## src/sv/kcs_pkg.sv

```systemverilog
// ------------------------------------------------------------------
// kcs_pkg
// shared types and constants of the keyframe curve sampler
// ------------------------------------------------------------------
package kcs_pkg;
    localparam int MAX_CURVES  = 16;
    localparam int MAX_KEYS    = 64;
    localparam int CURVE_W     = 4;
    localparam int SLOT_W      = 6;
    localparam int ADDR_W      = CURVE_W + SLOT_W;
    localparam int COUNT_W     = 7;
    localparam int FRAC_W      = 16;

    typedef enum logic [1:0] {
        CMD_WRITE_KEY = 2'd0,
        CMD_SET_COUNT = 2'd1,
        CMD_SAMPLE    = 2'd2,
        CMD_NONE      = 2'd3
    } cmd_t;

    // divider control between sequencer and divider
    typedef struct packed {
        logic        go;
        logic [32:0] num;
        logic [32:0] den;
    } div_req_t;

    typedef struct packed {
        logic        done;
        logic [16:0] quo;
    } div_rsp_t;
endpackage

```

## src/sv/kcs_divider.sv

```systemverilog
// ------------------------------------------------------------------
// kcs_divider
// restoring divider, one quotient bit per cycle, 17-bit quotient
// ------------------------------------------------------------------
module kcs_divider
    import kcs_pkg::*;
(
    input  logic     clk,
    input  logic     rst_n,
    input  div_req_t req,
    output div_rsp_t rsp
);
    // numerator is diff<<16, quotient beyond 17 bits saturates anyway
    logic [33:0] rem_reg, rem_next;
    logic [32:0] den_reg, den_next;
    logic [32:0] num_reg, num_next;
    logic [16:0] quo_reg, quo_next;
    logic [4:0]  cnt_reg, cnt_next;
    logic        busy_reg, busy_next, done_reg, done_next;
    logic [33:0] trial;
    logic [34:0] diff;

    always_comb
    begin
        rem_next  = rem_reg;
        den_next  = den_reg;
        num_next  = num_reg;
        quo_next  = quo_reg;
        cnt_next  = cnt_reg;
        busy_next = busy_reg;
        done_next = 1'b0;
        trial     = {rem_reg[32:0], num_reg[32]};
        diff      = {1'b0, trial} - {2'b00, den_reg};
        if (req.go)
        begin
            // quotient of (a<<16)/b: preload rem with (a<<16)>>17, shift the low 17 bits in
            rem_next  = {2'b00, req.num[32:1]};
            num_next  = {req.num[0], 32'd0};
            den_next  = req.den;
            quo_next  = '0;
            cnt_next  = 5'd0;
            busy_next = 1'b1;
            // saturate when (a<<16)>>17 already reaches b: quotient >= 2^17
            if ({1'b0, req.num[32:1]} >= req.den)
            begin
                quo_next  = '1;
                busy_next = 1'b0;
                done_next = 1'b1;
            end
        end
        else if (busy_reg)
        begin
            num_next = {num_reg[31:0], 1'b0};
            if (!diff[34])
            begin
                rem_next = diff[33:0];
                quo_next = {quo_reg[15:0], 1'b1};
            end
            else
            begin
                rem_next = trial;
                quo_next = {quo_reg[15:0], 1'b0};
            end
            cnt_next = cnt_reg + 5'd1;
            if (cnt_reg == 5'd16)
            begin
                busy_next = 1'b0;
                done_next = 1'b1;
            end
        end
    end

    always_ff @(posedge clk or negedge rst_n)
    begin
        if (!rst_n)
        begin
            busy_reg <= 1'b0;
            done_reg <= 1'b0;
            cnt_reg  <= '0;
        end
        else
        begin
            busy_reg <= busy_next;
            done_reg <= done_next;
            cnt_reg  <= cnt_next;
        end
    end

    always_ff @(posedge clk)
    begin
        rem_reg <= rem_next;
        den_reg <= den_next;
        num_reg <= num_next;
        quo_reg <= quo_next;
    end

    assign rsp.done = done_reg;
    assign rsp.quo  = quo_reg;
endmodule

```

## config.mk

```make
export PLATFORM = sky130hd
export DESIGN_NAME = kcs_divider
export DESIGN_NICKNAME = d
export VERILOG_FILES = /design/src/sv/kcs_pkg.sv /design/src/sv/kcs_divider.sv
export SDC_FILE = /design/constraint.sdc
export NUM_CORES = 1
export LEC_CHECK = 0
export BUFFER_PORTS_ARGS = -buffer_cell sky130_fd_sc_hd__buf_2
export CAP_MARGIN = 20
export CORE_UTILIZATION = 55
export CTS_CLUSTER_DIAMETER = 50
export CTS_CLUSTER_SIZE = 25
export DETAILED_ROUTE_END_ITERATION = 6
export GPL_ROUTABILITY_DRIVEN = 0
export PLACE_DENSITY_LB_ADDON = 0.25
export SYNTH_ARGS = -nofsm -noshare
export SYNTH_HDL_FRONTEND = slang
export SYNTH_SLANG_ARGS = --single-unit
export TNS_END_PERCENT = 30
```

## constraint.sdc

```tcl
create_clock -name clk -period 4 [get_ports clk]
set_input_delay 0.8 -clock clk [delete_from_list [all_inputs] [get_ports clk]]
set_output_delay 0.8 -clock clk [all_outputs]
set_load 0.02 [all_outputs]
```

Word-level counts from Yosys, hierarchy flattened
Index checks and enable logic that the tools add are counted.
{"block": "op_classes", "addsub": 2, "magnitude_cmp": 1, "eq_ne": 1, "mux": 19, "n_reduce_logical": 1}
{"operator": "33-bit 2-to-1 mux", "count": 3}
{"operator": "32-bit 2-to-1 mux", "count": 2}
{"operator": "17-bit 2-to-1 mux", "count": 3}
{"operator": "34-bit by 33-bit subtractor with 35-bit output", "count": 1}
{"operator": "32-bit by 33-bit greater-or-equal comparator with 1-bit output", "count": 1}
{"operator": "5-bit 2-to-1 mux", "count": 2}
{"operator": "1-bit 2-to-1 mux", "count": 9}
{"operator": "5-bit by 1-bit adder with 5-bit output (second input constant)", "count": 1}
{"operator": "5-bit == test (second input constant)", "count": 1}
{"operator": "2-bit nonzero test", "count": 1}
{"block": "word_totals", "register_bits": 91, "inputBits": 69, "output_inout_bits": 18, "elab_cells": 32}

Longest topological paths before layout
Gate-level depths: netlist (run 1).
{"block": "depth", "word_depth": 4, "mapped_depth": 13, "ltp_nobuf": 12}

Least setup slack after synthesis (run 1)
No wires, ideal clock.
{"block": "synth_timing", "path_kind": "reg-to-reg", "startpoint": "reg den_reg[0]", "endpoint": "reg rem_reg[4] (data pin)", "setup_ns": 0.260, "arrival_time_ns": 2.691, "required_time_ns": 3.740, "slack_ns": 1.049, "stages_incl_launch_ff": 11, "path_buffers": 0, "synth_period_minus_slack_ns": 2.951, "path_cell_list": "edfxtp_1 ha_1 fa_1 nand2b_1 a21o_1 a211o_1 and2_1 a2bb2oi_2 a31oi_4 mux2_2 mux2_2"}
{"block": "synth_via", "elab_chain_len": 4}
{"element": "start, declared", "line_no": "kcs_divider.sv:15", "text": "logic [32:0] den_reg, den_next;"}
{"element": "start signal, assigned", "line_no": "kcs_divider.sv:92", "text": "den_reg <= den_next;"}
{"element": "34-bit by 33-bit subtractor with 35-bit output", "line_no": "kcs_divider.sv:33", "text": "diff = {1'b0, trial} - {2'b00, den_reg};"}
{"element": "33-bit 2-to-1 mux", "line_no": "kcs_divider.sv:54", "text": "if (!diff[34])"}
{"element": "32-bit 2-to-1 mux", "line_no": "kcs_divider.sv:51", "text": "else if (busy_reg)"}
{"element": "32-bit 2-to-1 mux", "line_no": "kcs_divider.sv:34", "text": "if (req.go)"}
{"element": "net rem_next[4]", "line_no": "kcs_divider.sv:14", "text": "logic [33:0] rem_reg, rem_next;"}
{"element": "end signal, assigned", "line_no": "kcs_divider.sv:91", "text": "rem_reg <= rem_next;"}
{"element": "end, declared", "line_no": "kcs_divider.sv:14"}
The timed path passes the listed nets, and every way through them passes these cells. The select of a mux whose other input is x is not followed.
A chain may end at the register's enable or synchronous reset.

Worst setup path in the final report (run 1)
{"block": "layout_timing", "startpoint": "reg den_reg[0]", "endpoint": "reg rem_reg[28] (data pin)"}
The elaborated chain is that of the path after synthesis.

==> summary.md, run 1 <==
| Metric | Value |
|---|---|
| Detailed Route WL | `14100 microns` |
| Vias in the first global route | `4931` |
| Clock sinks | `a little over 90` |
| Layout cells sized above 1 | `0.184` |
| Hold Crit Class | `primary input to async pin` |
| Post-DP HPWL | `between 10000 and 15000 microns` |
| WS Path Type | `flop to flop` |
| Max-cap violations | `0` |
| Final worst-path cycle share | `0.842` |
| Hold slack | `approximately 0.27 ns` |
| CTS H-Tree Depth | `3` |
| EDFF count, synth | `83` |
| Post-Syn Instances | `approximately 660` |
| Area occupied by multi-input gates | `3300 sq um` |
| CTS root buf | `clkbuf_16` |
| Yosys Warn Count | `0` |
| Power Density | `707 nW/um^2` |
| Initial core utilization | `0.562` |
| Iter 0 DRT Violations | `361` |
| FMAX | `297 MHz` |
| Post-CTS repair timing setup buffer count | `0` |
| Final min period | `3.37 ns` |
| WP data arrival | `3.58 ns` |
| DR vias/cell | `5.65` |
| Max incr delay on CP | `~0.40 ns` |
| Max Slew Vio Count | `0` |
| Reg area | `around 2700 sq um` |
| WL/cell | `15.8 microns` |
| Final Skew | `0.0100 ns` |
| Non-filler cells, final | `891` |
| DR vias | `about 5000` |
| Worst-path clk slew | `0.07 ns` |
| Hold Fails Final Rpt | `0` |
| Post-synthesis area per instance | `9.71 sq um` |
| WP buf/inv | `1` |
| Die Width | `110 microns` |
| # setup viols final | `0` |
| Register area share after synthesis | `0.419` |
| Critical-path top delay cell | `fa_1` |
| N_diodes | `0` |
| Fin Setup TNS | `0 ns` |
| Syn Nets | `798` |
| CP Data Required Time | `between 4 and 5 ns` |
| Pin count of the biggest net entering global routing | `53` |
| Hold_buf cts | `0` |
| Nets | `880` |
| # fillers | `964` |
| CP Launch Type | `flop` |
| Static leakage | `0.00343 uW` |
| Core Rows | `39` |
| GRT Total Usage | `0.249` |
| Initial antenna violation count | `0` |
| Synth cell types | `54` |
| Die Area | `between 10000 and 15000 sq um` |
| Max-slew headroom | `0.580` |
| Placed Cells | `875` |
| Setup crit end kind | `flop` |
| Residual DRC | `0` |
| Remaining global-route overflow | `0` |
| Critical Path, Cell by Cell | `ha_1 -> fa_1 -> nand2b_1 -> a21o_1 -> a211o_1 -> and2_1 -> a2bb2oi_2 -> a31oi_4 -> buf_4 -> nor2_1 -> a311o_1 -> a21oi_1` |
| Core area | `around 11000 sq um` |
| Post-cts sizing count | `0` |
| CTS tree | `built` |
| CP top delay family | `compound AO/OA/AOI/OAI gates` |
| ANT nets after route | `0` |
| Bufs on Longest Clock Path | `2` |
| Maximum VDD drop | `372 uV` |
| I/O pin count | `just under 90` |
| Yosys reg bits | `91` |
| Crit Path Max Fanout | `29` |
| Insertion delay to the later sink of the worst-skew pair | `0.35 ns` |
| First-pass GRT wire length | `22800 microns` |
| Worst-Margin Slew | `0.630 ns` |
| Clock buffer count from CTS | `9` |
| Final core occ | `0.638` |
| Status | `complete, no violations` |
| Die extent in y | `between 100 and 150 microns` |
| Async SR Flop Fraction | `0.0769` |
| Main synth FF type | `edfxtp_1` |
| Initial DRT Pass Iterations | `5` |
| Layout area overhead | `13.5%` |
| Mapped cell area | `~6400 sq um` |
| IO buf count | `86` |
| RSZ-0062 raised after global routing | `no` |
cells by family after synthesis:
| family | Yosys count | synth area share |
|---|---|---|
| xor gates and xnor gates | 31 | 0.0423 |
| DFF | 91 | 0.419 |
| and+or+nand+nor | 151 | 0.113 |
| buffers and inverters | 111 | 0.0680 |
| muxes | 32 | 0.0549 |
| AOI/OAI and AO/OA | 177 | 0.170 |
| adders and majority gates | 68 | 0.134 |
final timing paths:
path,start,end,slack (ns),cells after the start
setup / recovery,den_reg[0],rem_reg[28],0.63,12
hold / removal,rst_n,cnt_reg[1],0.27,1
setup reg to reg,den_reg[0],rem_reg[28],0.63,12
hold reg to reg,rem_reg[32],rem_reg[32],0.52,2
max in group asynchronous,rst_n,cnt_reg[3],3.57,1
min in group clk,rem_reg[32],rem_reg[32],0.52,2
per-stage QoR:
stage | worst slack [ns] | instance area (sq um) | total power, uW
3_3_place_gp | 0.743 | 6990 | 4160
3_5_place_dp | 0.623 | 6990 | 4260
6_report | 0.632 | 7290 | 5150
4_1_cts | 0.624 | 7290 | 5150
5_1_grt | 0.370 | 7290 | 5550
2_1_floorplan | 1.05 | 6420 | 3700
cells in the mapped netlist (7+ instances only):
master / count / share of area
a21o_1: 23 / 0.027
a21oi_1: 65 / 0.051
xnor2_1: 14 / 0.019
o21ai_0: 46 / 0.036
clkbuf_1: 11 / 0.0064
nand4_1: 9 / 0.0088
nor2_1: 50 / 0.029
inv_1: 91 / 0.053
nand2b_1: 10 / 0.0097
edfxtp_1: 83 / 0.39
buf_2: 7 / 0.0055
xor2_1: 17 / 0.023
nand2_1: 37 / 0.022
and3_1: 8 / 0.0078
ha_1: 67 / 0.13
nand3_1: 7 / 0.0055
mux2_2: 26 / 0.046
dfrtp_1: 7 / 0.027
layout by cell type, fill, tap and decap left out, drive strengths merged, types with 3 or more instances in the layout:
| cell type | count |
|---|---|
| a21o | 23 |
| nor3 | 6 |
| a211oi | 6 |
| a21oi | 65 |
| and3 | 8 |
| o211ai | 6 |
| a21boi | 4 |
| ha | 67 |
| edfxtp | 83 |
| nand3 | 7 |
| buf | 91 |
| and2 | 4 |
| nor4 | 4 |
| nand2b | 10 |
| mux2i | 6 |
| xor2 | 17 |
| clkbuf | 12 |
| nand4 | 9 |
| dfrtp | 7 |
| mux2 | 26 |
| inv | 91 |
| nor2 | 50 |
| a31oi | 7 |
| o2111ai | 3 |
| o21ai | 46 |
| nand2 | 37 |
| nor2b | 5 |
| or2 | 3 |
| xnor2 | 14 |
area by class of cell:
class	count	share of cell area
clock inverter	4	0.00704
multi-input combinational	459	0.453
tap	143	0.0246
timing repair buffer	91	0.0663
clock buffer	12	0.0338
inverter	91	0.0469
sequential	91	0.369
power by group:
group,total [uW],switching (uW),internal [uW]
clock network,864,362,502
registers,1530,148,1380
logic,2760,1570,1180
total,5150,2080,3070
worst register-to-register path, delay by kind of cell, from the launching register on:
family | cells | cell delay (ns)
AND/OR/NAND/NOR | 3 | 0.45
AO/OA/AOI/OAI | 6 | 1.40
buffers and inverters | 1 | 0.36
flip-flops | 1 | 0.38
adder cells (fa/ha/maj) | 2 | 0.64
per-layer routing:
| layer | share of wire | wire length (microns) | vias to the layer above | GRT usage |
|---|---|---|---|---|
| met5 | 0 | 0 | - | 0 |
| met4 | 0.023 | 322 | 0 | 0.102 |
| met3 | 0.040 | 565 | 23 | 0.0464 |
| met2 | 0.48 | 6800 | 111 | 0.424 |
| met1 | 0.45 | 6370 | 2380 | 0.311 |
| li1 | - | - | 2519 | - |
Power figures use the tool's default switching activity.
==> run 2: changes to the inputs <==
==> constraint.sdc (replaced) <==
create_clock -name clk -period 3.5 [get_ports clk]
set_input_delay 0.7 -clock clk [delete_from_list [all_inputs] [get_ports clk]]
set_output_delay 0.7 -clock clk [all_outputs]
set_load 0.02 [all_outputs]
==> run 2 against run 1 <==
Clock-buffer cell count is 3 lower. Largest power group unchanged. Critical path depth fell by 1. Highest routed layer unchanged. Hold slack worse by 0.088 ns.
==> summary.md, run 2 (synthesis gave the netlist of run 1 again) <==
| Metric | Value |
|---|---|
| Critical-path top delay cell | `fa_1` |
| First-pass GRT wire length | `23200 microns (+1.7%)` |
| Fin Setup TNS | `0 ns (unchanged)` |
| CP Data Required Time | `3.59 ns (-0.62 ns)` |
| FF-to-FF End | `rem_reg[22]` |
| Initial antenna violation count | `0 (unchanged)` |
| IO buf count | `86 (unchanged)` |
| Residual DRC | `0 (unchanged)` |
| Vias in the first global route | `4915 (-0.32%)` |
| Die extent in y | `110 microns (unchanged)` |
| Bufs on Longest Clock Path | `2 (unchanged)` |
| Clock buffer count from CTS | `9 (unchanged)` |
| Critical Path, Cell by Cell | `ha_1 -> fa_1 -> nand2b_1 -> a21o_1 -> a211o_1 -> and2_1 -> a2bb2oi_2 -> a31oi_4 -> buf_4 -> a21oi_1 -> mux2_2` |
| Non-filler cells, final | `894 (+0.34%)` |
| R2R Path Start | `den_reg[0]` |
| Hold Fails Final Rpt | `0 (unchanged)` |
| Most common cell after layout, fill and taps aside | `inv_1` |
| Worst-Margin Slew | `0.497 ns (-0.132 ns)` |
| Remaining global-route overflow | `0 (unchanged)` |
| DR vias | `5081 (+0.95%)` |
| Worst reg2reg path depth | `11 (-1)` |
| Detailed Route WL | `14100 microns (+0.23%)` |
| Max-slew headroom | `0.668 (+0.0882)` |
| Layout area overhead | `13.5% (about the same)` |
| FMAX | `298 MHz (+0.48%)` |
| WS Path Type | `flop to flop` |
| Die Width | `110 microns (unchanged)` |
| GRT Total Usage | `0.249 (-0.000381)` |
| Final worst-path cycle share | `0.958 (+0.116)` |
| Logic pwr share | `0.543 (+0.007)` |
| Initial DRT Pass Iterations | `6 (+1)` |
| WP buf/inv | `1 (unchanged)` |
| Worst path depth | `11 (-1)` |
| CTS tree | `built` |
| # setup viols final | `0 (unchanged)` |
| Insertion delay to the later sink of the worst-skew pair | `0.34 ns (about the same)` |
| Placed instance area | `7000 sq um (+0.14%)` |
| Worst-path clk slew | `0.07 ns (about the same)` |
| Initial core utilization | `0.562 (unchanged)` |
| CTS H-Tree Depth | `3 (unchanged)` |
| Post-DP HPWL | `10700 microns (about the same)` |
| Final Skew | `0.00769 ns (-0.00232 ns)` |
| RSZ-0062 raised after global routing | `no` |
| Iter 0 DRT Violations | `223 (-38%)` |
| Worst R2R Setup Slack | `0.15 ns (-0.48 ns)` |
| I/O pin count | `87 (unchanged)` |
| Max-cap violations | `0 (unchanged)` |
| Clock sinks | `91 (unchanged)` |
| Most frequent cells in the layout | `inv_1 (91), buf_2 (85), edfxtp_1 (83), ha_1 (67), a21oi_1 (65)` |
| Clock network power share | `0.161 (-0.007)` |
| Hold Crit Class | `primary input to async pin` |
| Fin area | `7290 sq um (about the same)` |
| Setup crit end kind | `flop` |
| Pint | `3450 uW (+12%)` |
| Sequential share of power | `0.296 (about the same)` |
| CP Launch Type | `flop` |
| Worst Setup SP | `den_reg[0]` |
| ANT nets after route | `0 (unchanged)` |
| Post-CTS repair timing setup buffer count | `0 (unchanged)` |
| Placed Cells | `878 (+0.34%)` |
| Static leakage | `0.00343 uW (+0.16%)` |
| CTS root buf | `clkbuf_16` |
| Total net switching power | `2450 uW (+18%)` |
| Max Slew Vio Count | `0 (unchanged)` |
| Critical Path Sink | `rem_reg[22]` |
| Final min period | `3.35 ns (-0.0161 ns)` |
| Crit Path Max Fanout | `20 (-31%)` |
| Maximum VDD drop | `388 uV (+4.5%)` |
| Core area | `11400 sq um (unchanged)` |
| Die Area | `12100 sq um (unchanged)` |
| Status | `complete, no violations` |
| Pin count of the biggest net entering global routing | `52 (-1.9%)` |
| # fillers | `964 (unchanged)` |
| Power Density | `809 nW/um^2 (+14%)` |
| Core Rows | `39 (unchanged)` |
| DR vias/cell | `5.68 (+0.61%)` |
| Hold_buf cts | `0 (unchanged)` |
| Net Sw Frac | `0.416 (+0.0110)` |
| Max incr delay on CP | `0.41 ns (about the same)` |
| Nets | `883 (+0.34%)` |
| CP top delay family | `compound AO/OA/AOI/OAI gates` |
| WP data arrival | `3.44 ns (-0.14 ns)` |
| Post-cts sizing count | `0 (unchanged)` |
| WL/cell | `15.8 microns (-0.11%)` |
| Layout cells sized above 1 | `0.190 (+0.00592)` |
| N_diodes | `0 (unchanged)` |
-- run 2: changes by cell type in the layout (fill, tap and decap cells not counted), sizes merged --
| cell | before | now |
|---|---|---|
| inv | 91 | 95 |
| clkbuf | 12 | 9 |
| buf | 91 | 94 |
| bufinv | 1 | 0 |
-- run 2: how the worst min path moves through the flow --
| stage | from | end | slack [ns] | cells past startpoint |
|---|---|---|---|---|
| 2_1_floorplan | rst_n | busy_reg | 0.40 | 0 |
| 3_3_place_gp | rem_reg[32] | rem_reg[32] | 0.47 | 2 |
| 3_5_place_dp | rem_reg[32] | rem_reg[32] | 0.49 | 2 |
| 4_1_cts | rst_n | busy_reg | 0.18 | 1 |
| 5_1_grt | rst_n | cnt_reg[3] | 0.18 | 1 |
| 6_report | rst_n | cnt_reg[3] | 0.18 | 1 |
-- run 2: power groups by stage --
stage	sequential (uW)	clock, uW	combinational [uW]
6_report	1750	947	3200
5_1_grt	1780	1010	3580
4_1_cts	1750	968	3180
3_5_place_dp	1760	0	3140
3_3_place_gp	1750	0	3040
2_1_floorplan	1760	0	2460
-- run 2: final cells by class --
type,count,area (sq um),share of cell area
Tap cell,143,179,0.0245
Clock inverter,7,65.1,0.00893
Timing Repair Buffer,94,493,0.0676
Clock buffer,9,225,0.0309
Inverter,91,342,0.0469
Multi-Input combinational cell,459,3300,0.452
Sequential cell,91,2690,0.369
-- run 2: routing by layer --
metal  track usage  share of wire  vias up
li1              -              -     2532
met1         0.335           0.46     2400
met2         0.412           0.48      131
met3        0.0423          0.042       18
met5             0              0        -
met4        0.0695          0.017        0
-- run 2: per-stage QoR --
step	total power, uW	hold WS [ns]	util	worst slack (ns)
floorplan	4230	0.404	-	0.549
CTS	5890	0.177	0.638	0.163
finish	5900	0.181	0.638	0.148
global placement	4790	0.472	0.613	0.280
global route	6370	0.179	0.638	0.0181
detailed placement	4900	0.491	0.613	0.191
-- run 2: worst reg2reg max path, cell delays in order (launching register included) --
cell	delay, ns
edfxtp_1	0.38
ha_1	0.24
fa_1	0.41
nand2b_1	0.18
a21o_1	0.20
a211o_1	0.28
and2_1	0.18
a2bb2oi_2	0.18
a31oi_4	0.35
buf_4	0.32
a21oi_1	0.11
mux2_2	0.27
==> run 3: changes to the inputs <==
--- a/config.mk
+++ b/config.mk
@@ -7,7 +7,8 @@
 export LEC_CHECK = 0
 export BUFFER_PORTS_ARGS = -buffer_cell sky130_fd_sc_hd__buf_2
 export CAP_MARGIN = 20
-export CORE_UTILIZATION = 55
+export CORE_UTILIZATION = 60
+export CTS_BUF_LIST = sky130_fd_sc_hd__clkbuf_2 sky130_fd_sc_hd__clkbuf_4 sky130_fd_sc_hd__clkbuf_8
 export CTS_CLUSTER_DIAMETER = 50
 export CTS_CLUSTER_SIZE = 25
 export DETAILED_ROUTE_END_ITERATION = 6
==> run 3 against run 2 <==
Clock power down 14%. Via count up 1.1%. Maximum frequency up 2.8%. Hold slack worse by 0.043 ns. Final area down 1.2%. Critical endpoint is now rem_reg[28]. Highest routed layer unchanged.
==> summary.md, run 3 (synthesis gave the netlist of run 1 again) <==
| Metric | Value |
|---|---|
| Status | `complete, no violations` |
| WS Path Type | `flop to flop` |
| Die extent in y | `105 microns (-4.2%)` |
| R2R Path Start | `den_reg[0]` |
| RSZ-0062 raised after global routing | `no` |
| CP Launch Type | `flop` |
| Initial antenna violation count | `0 (unchanged)` |
| Detailed Route WL | `14500 microns (+2.8%)` |
| Core area | `10400 sq um (-9.2%)` |
| Die Width | `105 microns (-4.2%)` |
| Nets | `881 (-0.23%)` |
| Bufs on Longest Clock Path | `2 (unchanged)` |
| Most frequent cells in the layout | `inv_1 (91), buf_2 (85), edfxtp_1 (83), ha_1 (67), a21oi_1 (65)` |
| Most common cell after layout, fill and taps aside | `inv_1` |
| FMAX | `307 MHz (+2.8%)` |
| IO buf count | `86 (unchanged)` |
| Final min period | `3.26 ns (-0.0921 ns)` |
| Worst Setup SP | `den_reg[0]` |
| DR vias/cell | `5.80 (+2.1%)` |
| DR vias | `5135 (+1.1%)` |
| Fin Setup TNS | `0 ns (unchanged)` |
| Post-CTS repair timing setup buffer count | `0 (unchanged)` |
| Setup crit end kind | `flop` |
| CTS root buf | `clkbuf_8` |
| Max-cap violations | `0 (unchanged)` |
| Pin count of the biggest net entering global routing | `58 (+12%)` |
| # fillers | `818 (-15%)` |
| Max Slew Vio Count | `0 (unchanged)` |
| Insertion delay to the later sink of the worst-skew pair | `0.37 ns (+0.03 ns)` |
| Crit Path Max Fanout | `25 (+25%)` |
| Layout area overhead | `12.2%` |
| Maximum VDD drop | `397 uV (+2.1%)` |
| Hold Crit Class | `primary input to async pin` |
| Core Rows | `37 (-5.1%)` |
| WP data arrival | `3.49 ns (+0.05 ns)` |
| CTS tree | `built` |
| Worst-path clk slew | `0.10 ns (+0.03 ns)` |
| ANT nets after route | `0 (unchanged)` |
| Max-slew headroom | `0.601 (-0.0671)` |
| Initial core utilization | `0.619 (+0.0569)` |
| Clock buffer count from CTS | `9 (unchanged)` |
| Initial DRT Pass Iterations | `5 (-1)` |
| Residual DRC | `0 (unchanged)` |
| Final Skew | `0.00966 ns (+0.00197 ns)` |
| Remaining global-route overflow | `0 (unchanged)` |
| Post-cts sizing count | `0 (unchanged)` |
| Die Area | `11100 sq um (-8.2%)` |
| Worst-Margin Slew | `0.598 ns (+0.101 ns)` |
| Hold_buf cts | `0 (unchanged)` |
| First-pass GRT wire length | `23900 microns (+2.9%)` |
| Layout cells sized above 1 | `0.188 (-0.00216)` |
| CP Data Required Time | `3.73 ns (+0.14 ns)` |
| Power Density | `805 nW/um^2 (-0.44%)` |
| Iter 0 DRT Violations | `396 (+78%)` |
| CTS H-Tree Depth | `3 (unchanged)` |
| Post-DP HPWL | `10800 microns (+0.64%)` |
| I/O pin count | `87 (unchanged)` |
| Final worst-path cycle share | `0.931 (-0.0263)` |
| Static leakage | `0.00341 uW (-0.82%)` |
| Final core occ | `0.695 (+0.0565)` |
| Clock sinks | `91 (unchanged)` |
| # setup viols final | `0 (unchanged)` |
| GRT Total Usage | `0.271 (+0.0227)` |
| Vias in the first global route | `5222 (+6.2%)` |
| WL/cell | `16.4 microns (+3.9%)` |
| N_diodes | `0 (unchanged)` |
| Hold Fails Final Rpt | `0 (unchanged)` |
==> run 3: changes by cell type in the layout (fill, tap and decap cells not counted) <==
| cell | before | now |
|---|---|---|
| clkbuf_16 | 9 | 0 |
| clkbuf_8 | 0 | 9 |
| inv_4 | 0 | 2 |
| bufinv_16 | 0 | 2 |
| clkinv_4 | 2 | 0 |
| clkinvlp_4 | 1 | 0 |
| inv_6 | 2 | 1 |
| buf_4 | 9 | 6 |
| clkinv_2 | 0 | 1 |
| clkbuf_4 | 0 | 1 |
| buf_12 | 0 | 1 |
| inv_8 | 2 | 0 |
==> run 3: worst paths after layout <==
path,to,slack [ns],depth (start not counted)
worst max-delay path,rem_reg[28],0.24,12
worst min-delay path,done_reg,0.14,1
worst max register to register,rem_reg[28],0.24,12
worst min register to register,rem_reg[32],0.50,2
max in group asynchronous,cnt_reg[0],3.21,1
min in group clk,rem_reg[32],0.50,2
==> run 3: critical path: stages (launching register included) <==
cell and delay (ns):
edfxtp_1 0.38, ha_1 0.23, fa_1 0.40, nand2b_1 0.19, a21o_1 0.21, a211o_1 0.28
and2_1 0.18, a2bb2oi_2 0.18, a31oi_4 0.18, buf_4 0.31, nor2_1 0.10, a311o_1 0.33
a21oi_1 0.14
==> run 3: layout make-up <==
cell class	count	area, sq um	area share
multi-input cells	459	3300	0.458
flip-flops and latches	91	2690	0.373
repair buffers	92	490	0.0681
inverters	91	342	0.0474
well taps	136	170	0.0236
clock buffers	10	131	0.0182
clock inverters	6	86.3	0.0120
==> run 3: report_power, final <==
part | switching (uW) | internal [uW]
Clock | 405 | 413
Sequential | 171 | 1570
Combinational | 1870 | 1370
==> run 3: stage by stage <==
stage | hold WS [ns] | power (uW) | worst slack [ns] | instance area (sq um) | cells
floorplan | 0.404 | 4230 | 0.549 | 6420 | 661
global placement | 0.473 | 4770 | 0.382 | 6990 | 869
detailed placement | 0.491 | 4910 | 0.272 | 6990 | 869
CTS | 0.134 | 5750 | 0.268 | 7200 | 885
global route | 0.136 | 6220 | 0.0783 | 7200 | 885
finish | 0.138 | 5800 | 0.240 | 7200 | 885
==> run 3: metal layers <==
layer  vias up  share of wire  track usage
met1      2404           0.43        0.334
li1       2524              -            -
met5         -              0            0
met3        30          0.044       0.0433
met2       177           0.50        0.478
met4         0          0.019        0.103
